`src/wbps_pkg.sv`:
```
// shared types and constants of the wildcard byte pattern scanner
package wbps_pkg;

	localparam int PAT_BYTES      = 32;
	localparam int DATA_BITS      = 8;
	localparam int LEN_BITS       = 6;
	localparam int MASK_BITS      = 32;
	localparam int OFFSET_OUT_BITS = 32;
	localparam int CFG_DATA_BITS  = 64;
	localparam int CFG_INDEX_BITS = 3;
	localparam int QUEUE_DEPTH    = 2;
	localparam int QUEUE_CNT_BITS = 2;

	// register indexes of the configuration port
	localparam logic [CFG_INDEX_BITS-1:0] REG_PATTERN_0 = 3'd0;
	localparam logic [CFG_INDEX_BITS-1:0] REG_PATTERN_1 = 3'd1;
	localparam logic [CFG_INDEX_BITS-1:0] REG_PATTERN_2 = 3'd2;
	localparam logic [CFG_INDEX_BITS-1:0] REG_PATTERN_3 = 3'd3;
	localparam logic [CFG_INDEX_BITS-1:0] REG_WILDCARD  = 3'd4;
	localparam logic [CFG_INDEX_BITS-1:0] REG_LENGTH    = 3'd5;

	typedef struct packed {
		logic [PAT_BYTES-1:0][DATA_BITS-1:0] pattern;
		logic [MASK_BITS-1:0]                wild;
		logic [LEN_BITS-1:0]                 length;
	} cfg_t;

	// one classified byte handed from the front to the back
	typedef struct packed {
		logic                       hit;
		logic                       first;
		logic                       last;
		logic [OFFSET_OUT_BITS-1:0] offset;
	} entry_t;

endpackage

```
`src/wbps_front.sv`:
```
// front: byte window, byte counter and parallel masked compare
module wbps_front #(
	parameter int PATTERN_MAX_BYTES = 32,
	parameter int OFFSET_BITS       = 32
) (
	input  logic                       clk,
	input  logic                       arst_n,
	input  logic                       in_valid,
	output logic                       in_ready,
	input  logic [7:0]                 data_byte,
	input  logic                       region_start,
	input  logic                       region_end,
	input  wbps_pkg::cfg_t             cfg,
	output logic                       push_valid,
	input  logic                       push_ready,
	output wbps_pkg::entry_t           push_entry
);
	import wbps_pkg::*;

	localparam int LW = $clog2(PATTERN_MAX_BYTES + 1);
	localparam int IW = (PATTERN_MAX_BYTES > 1) ? $clog2(PATTERN_MAX_BYTES) : 1;

	logic [DATA_BITS-1:0]   window_q [PATTERN_MAX_BYTES];
	logic [OFFSET_BITS-1:0] count_q;
	logic                   valid_s1;
	logic                   first_s1;
	logic                   last_s1;
	logic                   fire;
	logic [LW-1:0]          len_a;
	logic                   hit;
	logic [OFFSET_BITS-1:0] diff;

	assign in_ready = !valid_s1 || push_ready;
	assign fire     = in_valid && in_ready;

	always_ff @(posedge clk or negedge arst_n) begin
		if (!arst_n) begin
			valid_s1 <= 1'b0;
			count_q  <= '0;
		end else if (fire) begin
			valid_s1 <= 1'b1;
			if (region_start) begin
				count_q <= OFFSET_BITS'(1);
			end else if (count_q != '1) begin
				count_q <= count_q + OFFSET_BITS'(1);
			end
		end else if (push_ready) begin
			valid_s1 <= 1'b0;
		end
	end

	// window bytes older than the region are never compared, so no clearing
	always_ff @(posedge clk) begin
		if (fire) begin
			first_s1 <= region_start;
			last_s1  <= region_end;
			window_q[0] <= data_byte;
			for (int i = 1; i < PATTERN_MAX_BYTES; i++) begin
				window_q[i] <= window_q[i-1];
			end
		end
	end

	always_comb begin
		logic [DATA_BITS-1:0] pb;
		logic                 wb;
		logic [IW-1:0]        idx;
		if (int'(cfg.length) > PATTERN_MAX_BYTES) begin
			len_a = LW'(PATTERN_MAX_BYTES);
		end else begin
			len_a = LW'(cfg.length);
		end
		hit = (len_a != '0) && (count_q >= OFFSET_BITS'(len_a));
		for (int j = 0; j < PATTERN_MAX_BYTES; j++) begin
			if (j < PAT_BYTES) begin
				pb = cfg.pattern[j[4:0]];
				wb = cfg.wild[j[4:0]];
			end else begin
				pb = '0;
				wb = 1'b0;
			end
			idx = IW'(int'(len_a) - 1 - j);
			if ((LW'(j) < len_a) && !wb && (pb != window_q[idx])) begin
				hit = 1'b0;
			end
		end
	end

	assign diff = count_q - OFFSET_BITS'(len_a);

	assign push_valid        = valid_s1;
	assign push_entry.hit    = hit;
	assign push_entry.first  = first_s1;
	assign push_entry.last   = last_s1;
	assign push_entry.offset = OFFSET_OUT_BITS'(diff);

`ifndef SYNTH
	a_start_count: assert property (@(posedge clk) disable iff (!arst_n)
		fire && region_start |=> count_q == OFFSET_BITS'(1))
		else $error("counter not restarted by region start");
`endif

endmodule

```
`src/wbps_queue.sv`:
```
// short queue between the front and the back
module wbps_queue (
	input  logic             clk,
	input  logic             arst_n,
	input  logic             push_valid,
	output logic             push_ready,
	input  wbps_pkg::entry_t push_entry,
	output logic             pop_valid,
	input  logic             pop_ready,
	output wbps_pkg::entry_t pop_entry
);
	import wbps_pkg::*;

	entry_t                    slot_q [QUEUE_DEPTH];
	logic                      wr_ptr_q;
	logic                      rd_ptr_q;
	logic [QUEUE_CNT_BITS-1:0] count_q;
	logic                      push;
	logic                      pop;

	assign push_ready = count_q != QUEUE_CNT_BITS'(QUEUE_DEPTH);
	assign pop_valid  = count_q != '0;
	assign push       = push_valid && push_ready;
	assign pop        = pop_valid && pop_ready;
	assign pop_entry  = slot_q[rd_ptr_q];

	always_ff @(posedge clk or negedge arst_n) begin
		if (!arst_n) begin
			wr_ptr_q <= 1'b0;
			rd_ptr_q <= 1'b0;
			count_q  <= '0;
		end else begin
			if (push) begin
				wr_ptr_q <= !wr_ptr_q;
			end
			if (pop) begin
				rd_ptr_q <= !rd_ptr_q;
			end
			if (push && !pop) begin
				count_q <= count_q + QUEUE_CNT_BITS'(1);
			end else if (pop && !push) begin
				count_q <= count_q - QUEUE_CNT_BITS'(1);
			end
		end
	end

	always_ff @(posedge clk) begin
		if (push) begin
			slot_q[wr_ptr_q] <= push_entry;
		end
	end

`ifndef SYNTH
	a_no_overfill: assert property (@(posedge clk) disable iff (!arst_n)
		count_q <= QUEUE_CNT_BITS'(QUEUE_DEPTH))
		else $error("queue fill beyond depth");
`endif

endmodule

```
`src/wbps_back.sv`:
```
// back: done flag per region and the result register
module wbps_back (
	input  logic                                 clk,
	input  logic                                 arst_n,
	input  logic                                 pop_valid,
	output logic                                 pop_ready,
	input  wbps_pkg::entry_t                     pop_entry,
	output logic                                 out_valid,
	input  logic                                 out_ready,
	output logic                                 found,
	output logic [wbps_pkg::OFFSET_OUT_BITS-1:0] match_offset
);
	import wbps_pkg::*;

	logic                       done_q;
	logic                       out_valid_q;
	logic                       found_q;
	logic [OFFSET_OUT_BITS-1:0] offset_q;
	logic                       pop;
	logic                       done_eff;
	logic                       emit;

	assign pop_ready = !out_valid_q || out_ready;
	assign pop       = pop_valid && pop_ready;
	assign done_eff  = pop_entry.first ? 1'b0 : done_q;
	assign emit      = pop && !done_eff && (pop_entry.hit || pop_entry.last);

	always_ff @(posedge clk or negedge arst_n) begin
		if (!arst_n) begin
			done_q      <= 1'b0;
			out_valid_q <= 1'b0;
		end else begin
			if (pop) begin
				done_q <= done_eff || emit;
			end
			if (emit) begin
				out_valid_q <= 1'b1;
			end else if (out_ready) begin
				out_valid_q <= 1'b0;
			end
		end
	end

	always_ff @(posedge clk) begin
		if (emit) begin
			found_q  <= pop_entry.hit;
			offset_q <= pop_entry.hit ? pop_entry.offset : '0;
		end
	end

	assign out_valid    = out_valid_q;
	assign found        = found_q;
	assign match_offset = offset_q;

`ifndef SYNTH
	a_done_after_emit: assert property (@(posedge clk) disable iff (!arst_n)
		emit |=> done_q)
		else $error("region not closed after its result");
	a_notfound_zero: assert property (@(posedge clk) disable iff (!arst_n)
		out_valid_q && !found_q |-> offset_q == '0)
		else $error("not-found beat carries an offset");
`endif

endmodule

```
`src/wildcard_byte_pattern_scanner.sv`:
```
// top level of the wildcard byte pattern scanner
// usage
//   the input channel (in_valid/in_ready) takes one region byte per beat with
//   region_start on the first byte and region_end on the last; bytes before the
//   first region_start form a region that begins at reset
//   the output channel (out_valid/out_ready) gives at most one beat per region:
//   found=1 with the region offset of the first match, or found=0 and offset 0
//   when the region ends without one
//   configuration writes (cfg_we, cfg_index, cfg_wdata) go in while the block
//   is idle; indexes above the length register are dropped
// timing
//   one byte per cycle sustained while the queue has room, set by the masked
//   compare of the whole window against the pattern in the front stage
//   from byte accept to result beat a byte passes the compare stage, the
//   two-entry queue and the result register
// reset and stalls
//   reset clears the pattern, mask, length, counter and done flag
//   a stalled receiver holds the result register; the back then stops draining
//   the queue and the front keeps taking bytes until the queue fills
module wildcard_byte_pattern_scanner #(
	parameter int PATTERN_MAX_BYTES = 32,
	parameter int OFFSET_BITS       = 32
) (
	input  logic                                 clk,
	input  logic                                 arst_n,
	input  logic                                 in_valid,
	output logic                                 in_ready,
	input  logic [7:0]                           data_byte,
	input  logic                                 region_start,
	input  logic                                 region_end,
	output logic                                 out_valid,
	input  logic                                 out_ready,
	output logic                                 found,
	output logic [wbps_pkg::OFFSET_OUT_BITS-1:0] match_offset,
	input  logic                                 cfg_we,
	input  logic [wbps_pkg::CFG_INDEX_BITS-1:0]  cfg_index,
	input  logic [wbps_pkg::CFG_DATA_BITS-1:0]   cfg_wdata
);
	import wbps_pkg::*;

	// configuration registers
	logic [3:0][CFG_DATA_BITS-1:0] pattern_q;
	logic [MASK_BITS-1:0]          wild_q;
	logic [LEN_BITS-1:0]           length_q;
	cfg_t                          cfg;

	// front to queue and queue to back
	logic   push_valid;
	logic   push_ready;
	entry_t push_entry;
	logic   pop_valid;
	logic   pop_ready;
	entry_t pop_entry;

	always_ff @(posedge clk or negedge arst_n) begin
		if (!arst_n) begin
			pattern_q <= '0;
			wild_q    <= '0;
			length_q  <= '0;
		end else if (cfg_we) begin
			case (cfg_index)
				REG_PATTERN_0: pattern_q[0] <= cfg_wdata;
				REG_PATTERN_1: pattern_q[1] <= cfg_wdata;
				REG_PATTERN_2: pattern_q[2] <= cfg_wdata;
				REG_PATTERN_3: pattern_q[3] <= cfg_wdata;
				REG_WILDCARD:  wild_q       <= cfg_wdata[MASK_BITS-1:0];
				REG_LENGTH:    length_q     <= cfg_wdata[LEN_BITS-1:0];
				default: begin
				end
			endcase
		end
	end

	// byte j of the pattern sits in bits 8j+7..8j of the packed words
	assign cfg.pattern = pattern_q;
	assign cfg.wild    = wild_q;
	assign cfg.length  = length_q;

	wbps_front #(
		.PATTERN_MAX_BYTES(PATTERN_MAX_BYTES),
		.OFFSET_BITS      (OFFSET_BITS)
	) u_front (
		.clk         (clk),
		.arst_n      (arst_n),
		.in_valid    (in_valid),
		.in_ready    (in_ready),
		.data_byte   (data_byte),
		.region_start(region_start),
		.region_end  (region_end),
		.cfg         (cfg),
		.push_valid  (push_valid),
		.push_ready  (push_ready),
		.push_entry  (push_entry)
	);

	// decouples the compare stage from the result register
	wbps_queue u_queue (
		.clk       (clk),
		.arst_n    (arst_n),
		.push_valid(push_valid),
		.push_ready(push_ready),
		.push_entry(push_entry),
		.pop_valid (pop_valid),
		.pop_ready (pop_ready),
		.pop_entry (pop_entry)
	);

	// one result per region, held until the receiver takes the beat
	wbps_back u_back (
		.clk         (clk),
		.arst_n      (arst_n),
		.pop_valid   (pop_valid),
		.pop_ready   (pop_ready),
		.pop_entry   (pop_entry),
		.out_valid   (out_valid),
		.out_ready   (out_ready),
		.found       (found),
		.match_offset(match_offset)
	);

endmodule
```
`config.mk`:
```
export PLATFORM = sky130hd
export DESIGN_NAME = wildcard_byte_pattern_scanner
export DESIGN_NICKNAME = d
export VERILOG_FILES = /design/src/wbps_pkg.sv /design/src/wbps_front.sv /design/src/wbps_queue.sv /design/src/wbps_back.sv /design/src/wildcard_byte_pattern_scanner.sv
export SDC_FILE = /design/constraint.sdc
export NUM_CORES = 2
export LEC_CHECK = 0
export BUFFER_PORTS_ARGS = -buffer_cell sky130_fd_sc_hd__buf_2
export CORE_MARGIN = 5
export CORE_UTILIZATION = 41
export CTS_BUF_LIST = sky130_fd_sc_hd__clkbuf_16
export DETAILED_ROUTE_END_ITERATION = 16
export MAX_ROUTING_LAYER = met4
export PLACE_DENSITY_LB_ADDON = 0.08
export SYNTH_ARGS = -nofsm -noshare
export SYNTH_HDL_FRONTEND = slang
export SYNTH_SLANG_ARGS = --single-unit
```
`constraint.sdc`:
```
create_clock -name clk -period 23.6 [get_ports clk]
set_input_delay 2.36 -clock clk [delete_from_list [all_inputs] [get_ports clk]]
set_output_delay 2.36 -clock clk [all_outputs]
set_load 0.01 [all_outputs]
```
==> impl_results.rst <==
.. list-table::
   :header-rows: 1

   * - Metric
     - Value
   * - Hold WC Path Type
     - register to register
   * - Critical Setup Path Class
     - register to register
   * - Relative max-transition margin
     - 0.0142
   * - Number of global-route vias before repair
     - 39400
   * - Unrepaired setup endpoints after global routing
     - no
   * - Required time at the worst-slack endpoint
     - 24.11 ns
   * - Number of synthesized flops with an enable pin
     - 361
   * - Global-route wire length before repair
     - 316 mm
   * - Layout overhead on the synthesized area
     - 10.5%
   * - Largest buffer count on any clock path
     - 3
   * - Post-synthesis share of cell area spent on xor and xnor gates
     - 0.0784
   * - CORE AREA
     - 121000 um^2
   * - Number of setup buffers added after CTS
     - 0
   * - Layout fillers
     - 11600
   * - Post-synthesis sequential area ratio
     - 0.385
   * - Yosys top cell area share
     - 0.217
   * - Number of vias per cell
     - 6.56
   * - Clock-pin slew on the worst setup and hold paths
     - 0.06 ns
   * - Post-synth ARST share
     - 0.480
   * - Post-synthesis cell type with the largest combined area
     - edfxtp_1
   * - Area fraction in and, or, nand and nor cells after synthesis
     - 0.104
   * - Adder-cell share of the synthesized area
     - 0.00617
   * - Proportion of layout cells with a drive suffix above 1
     - 0.196
   * - Die outline area
     - 129000 um^2
   * - Placed wire-length estimate after detailed placement
     - 168 mm
   * - Wirelength, routed
     - 227 mm
   * - Warnings, synthesis
     - 0
   * - VDD IR-drop max
     - 0.0000901 V
   * - Crit Path Max Fanout
     - 48
   * - Main synth FF type
     - edfxtp_1
   * - Startpoint type of the worst setup path
     - register
   * - Routability cong.
     - 1.06
   * - Count of distinct cell types in the synthesized netlist
     - 101
   * - Leak pwr
     - 21.2 nW
   * - Max-capacitance violation count
     - 0
   * - Register-to-register path setup slack
     - 15.11 ns
   * - Number of nets in the layout
     - 4897
   * - Routed Antenna Nets
     - 0
   * - Combinational family with the most area after synthesis
     - multiplexers
   * - Combined area of all synthesized cells
     - 49900 um^2
   * - Number of flip-flops and latches in the synthesized netlist
     - 694
   * - Portion of netlist area occupied by mux cells
     - 0.241
   * - Final-layout worst hold slack
     - 0.456 ns
   * - Quantity of gates resized following cts
     - 0
   * - Clock latency on the worst-skew pair
     - 0.73 ns
   * - Achievable Freq
     - 118 MHz
   * - Avg Synthesized Cell Area
     - 10.3 um^2
   * - Share of the clock period used by the worst path after layout
     - 0.360
   * - Die Ht
     - 359 um
   * - Total number of vias
     - 42600
   * - Category of the worst setup path capture point
     - register
   * - TritonRoute pass-1 iters
     - 8
   * - Total of hold buffers inserted after clock tree synthesis
     - 0
   * - Post-route clock skew
     - 0.0451 ns
   * - Most numerous cell types in the synthesized netlist
     - 553 x mux2i_1, 391 x mux2_2, 361 x edfxtp_1
   * - Die Wd
     - 359 um
   * - Number of antenna violations at the first check in global routing
     - 14
   * - FF/Latch Area
     - 19200 um^2
   * - Cell chosen for the clock root
     - clkbuf_16
   * - Clock tree from TritonCTS
     - yes
   * - Synthesized instance count
     - 4823
   * - Most common cell in the synthesized netlist
     - mux2i_1
   * - Power per cell area
     - 155 nW/um^2
   * - Final setup violating endpoints
     - 0
   * - Number of nets produced by synthesis
     - 4929
   * - Standard-cell row count
     - 128
   * - Post-Route Setup TNS
     - 0 ns
   * - Clk sinks
     - 694
   * - Result of the run
     - completed
   * - Number of ports placed on the die boundary
     - 117
   * - Actual transition at the worst max-transition pin
     - 1.48 ns
   * - Main area contributors after synthesis
     - edfxtp_1 22%, dfrtp_1 17%, mux2i_1 11%, mux2_2 8.8%, xor2_1 4.0%
   * - Deepest level of the CTS H-tree
     - 3
   * - Post-synthesis compound-gate area fraction
     - 0.148
   * - Drt drc
     - 0
   * - CTS Buf Count
     - 84
   * - Global routing usage summed across all routing layers
     - 0.354
   * - Remaining global-route overflow
     - 0
   * - Largest net degree at the start of global routing
     - 118
   * - Worst Path Arrival
     - 9.00 ns
   * - Effective utilization at floorplan
     - 0.411
   * - Final hold vios
     - 0
   * - Multi-input gate area in the final layout
     - 29100 um^2
   * - Average wire per standard cell
     - 34.9 um
   * - Input/output buffers
     - 116
   * - Initial detailed-routing violation count
     - 5981
   * - Min Tclk post-route
     - 8.49 ns
   * - Final Max Slew Viols
     - 0
-- cell usage in the layout, fill, tap and decap left out, drive strengths merged, types with 35 or more instances in the layout --
| cell type | n |
|---|---|
| mux2 | 391 |
| dfrtp | 333 |
| buf | 258 |
| mux2i | 553 |
| nand4 | 48 |
| nand3 | 96 |
| nor3 | 59 |
| a21oi | 169 |
| a22oi | 72 |
| xor2 | 227 |
| and2 | 37 |
| o22ai | 226 |
| edfxtp | 361 |
| a211oi | 35 |
| inv | 69 |
| nor4 | 41 |
| mux4 | 91 |
| o21ai | 203 |
| o211ai | 43 |
| o221ai | 43 |
| xnor2 | 216 |
| clkinv | 41 |
| clkbuf | 86 |
| nor2 | 346 |
| nand2 | 338 |
-- metal layers --
metal  vias up  share of wire  track usage  wire, um
li1      18300              -            -         -
met3       442           0.10       0.0883     22700
met2      2349           0.41        0.491     94100
met5         -              0            -         0
met1     21500           0.41        0.468     93200
met4         0          0.075        0.208     17100
-- through the flow --
stage / std cells / instance area, um^2 / util / total power [mW] / worst slack, ns
floorplan: 4823 / 49900 / - / 5.25 / 12.47
global placement: 6329 / 52200 / 0.430 / 7.06 / 15.37
detailed placement: 6329 / 52200 / 0.430 / 7.07 / 15.21
CTS: 6486 / 55000 / 0.454 / 8.46 / 15.24
global route: 6495 / 55100 / 0.454 / 8.89 / 14.90
finish: 6498 / 55100 / 0.454 / 8.56 / 15.11
-- registers in the layout (all words and copies together) (netlist names) --
| signal | flops |
|---|---|
| cfg | 256 |
| u_front.window_q | 256 |
| u_queue.slot_q | 70 |
| u_back.match_offset | 32 |
| u_front.count_q | 32 |
| wild_q | 32 |
| length_q | 6 |
| u_queue.count_q | 2 |
| u_back.done_q | 1 |
| u_back.found | 1 |
| u_back.out_valid | 1 |
| u_front.first_s1 | 1 |
| u_front.last_s1 | 1 |
| u_front.push_valid | 1 |
| u_queue.rd_ptr_q | 1 |
| u_queue.wr_ptr_q | 1 |
-- power breakdown --
part / internal (mW) / leakage [nW] / switching (mW)
registers: 1.66 / 7.47 / 0.393
logic: 1.90 / 12.3 / 3.25
clock network: 0.782 / 1.45 / 0.585
-- area by class of cell --
| cell class | instances | area share |
|---|---|---|
| Tap cell | 1625 | 0.0369 |
| Sequential cell | 694 | 0.348 |
| Clock inverter | 71 | 0.0133 |
| Inverter | 54 | 0.00370 |
| Multi-Input combinational cell | 3699 | 0.527 |
| Antenna cell | 11 | 0.000500 |
| Clock buffer | 86 | 0.0391 |
| Timing Repair Buffer | 258 | 0.0308 |
-- final timing paths --
kind,cells past startpoint,to,startpoint
setup / recovery,19,u_queue.slot_q[1][34]$_DFFE_PP_,length_q[5]$_DFFE_PN0P_
hold reg to reg,0,u_queue.slot_q[0][32]$_DFFE_PP_,u_front.last_s1$_DFFE_PP_
min in group asynchronous,1,cfg[185]$_DFFE_PN0P_,arst_n
hold / removal,0,u_queue.slot_q[0][32]$_DFFE_PP_,u_front.last_s1$_DFFE_PP_
setup reg to reg,19,u_queue.slot_q[1][34]$_DFFE_PP_,length_q[5]$_DFFE_PN0P_
max in group asynchronous,4,cfg[196]$_DFFE_PN0P_,arst_n
-- critical path: stages, from the launching register on --
cell and delay, ns:
dfrtp_4 0.60, clkinv_2 0.11, buf_4 0.56, nand2_2 0.62
inv_2 0.73, o22a_4 0.35, nand2_1 0.07, buf_4 0.28
inv_2 0.52, ha_1 0.61, a21oi_1 0.26, xor2_2 0.17
buf_4 0.37, mux4_2 0.39, xor2_1 0.18, nor4_1 0.53
a211oi_1 0.16, a2111oi_2 1.01, nand4_1 0.25, nor3_2 0.39
-- cells by family after synthesis --
group | count (synthesis)
DFF | 694
AOI/OAI and AO/OA | 1089
xor gates and xnor gates | 443
buffers and inverters | 430
muxes | 1035
adders and majority gates | 24
and+or+nand+nor | 1108
Power figures use the tool's default switching activity.
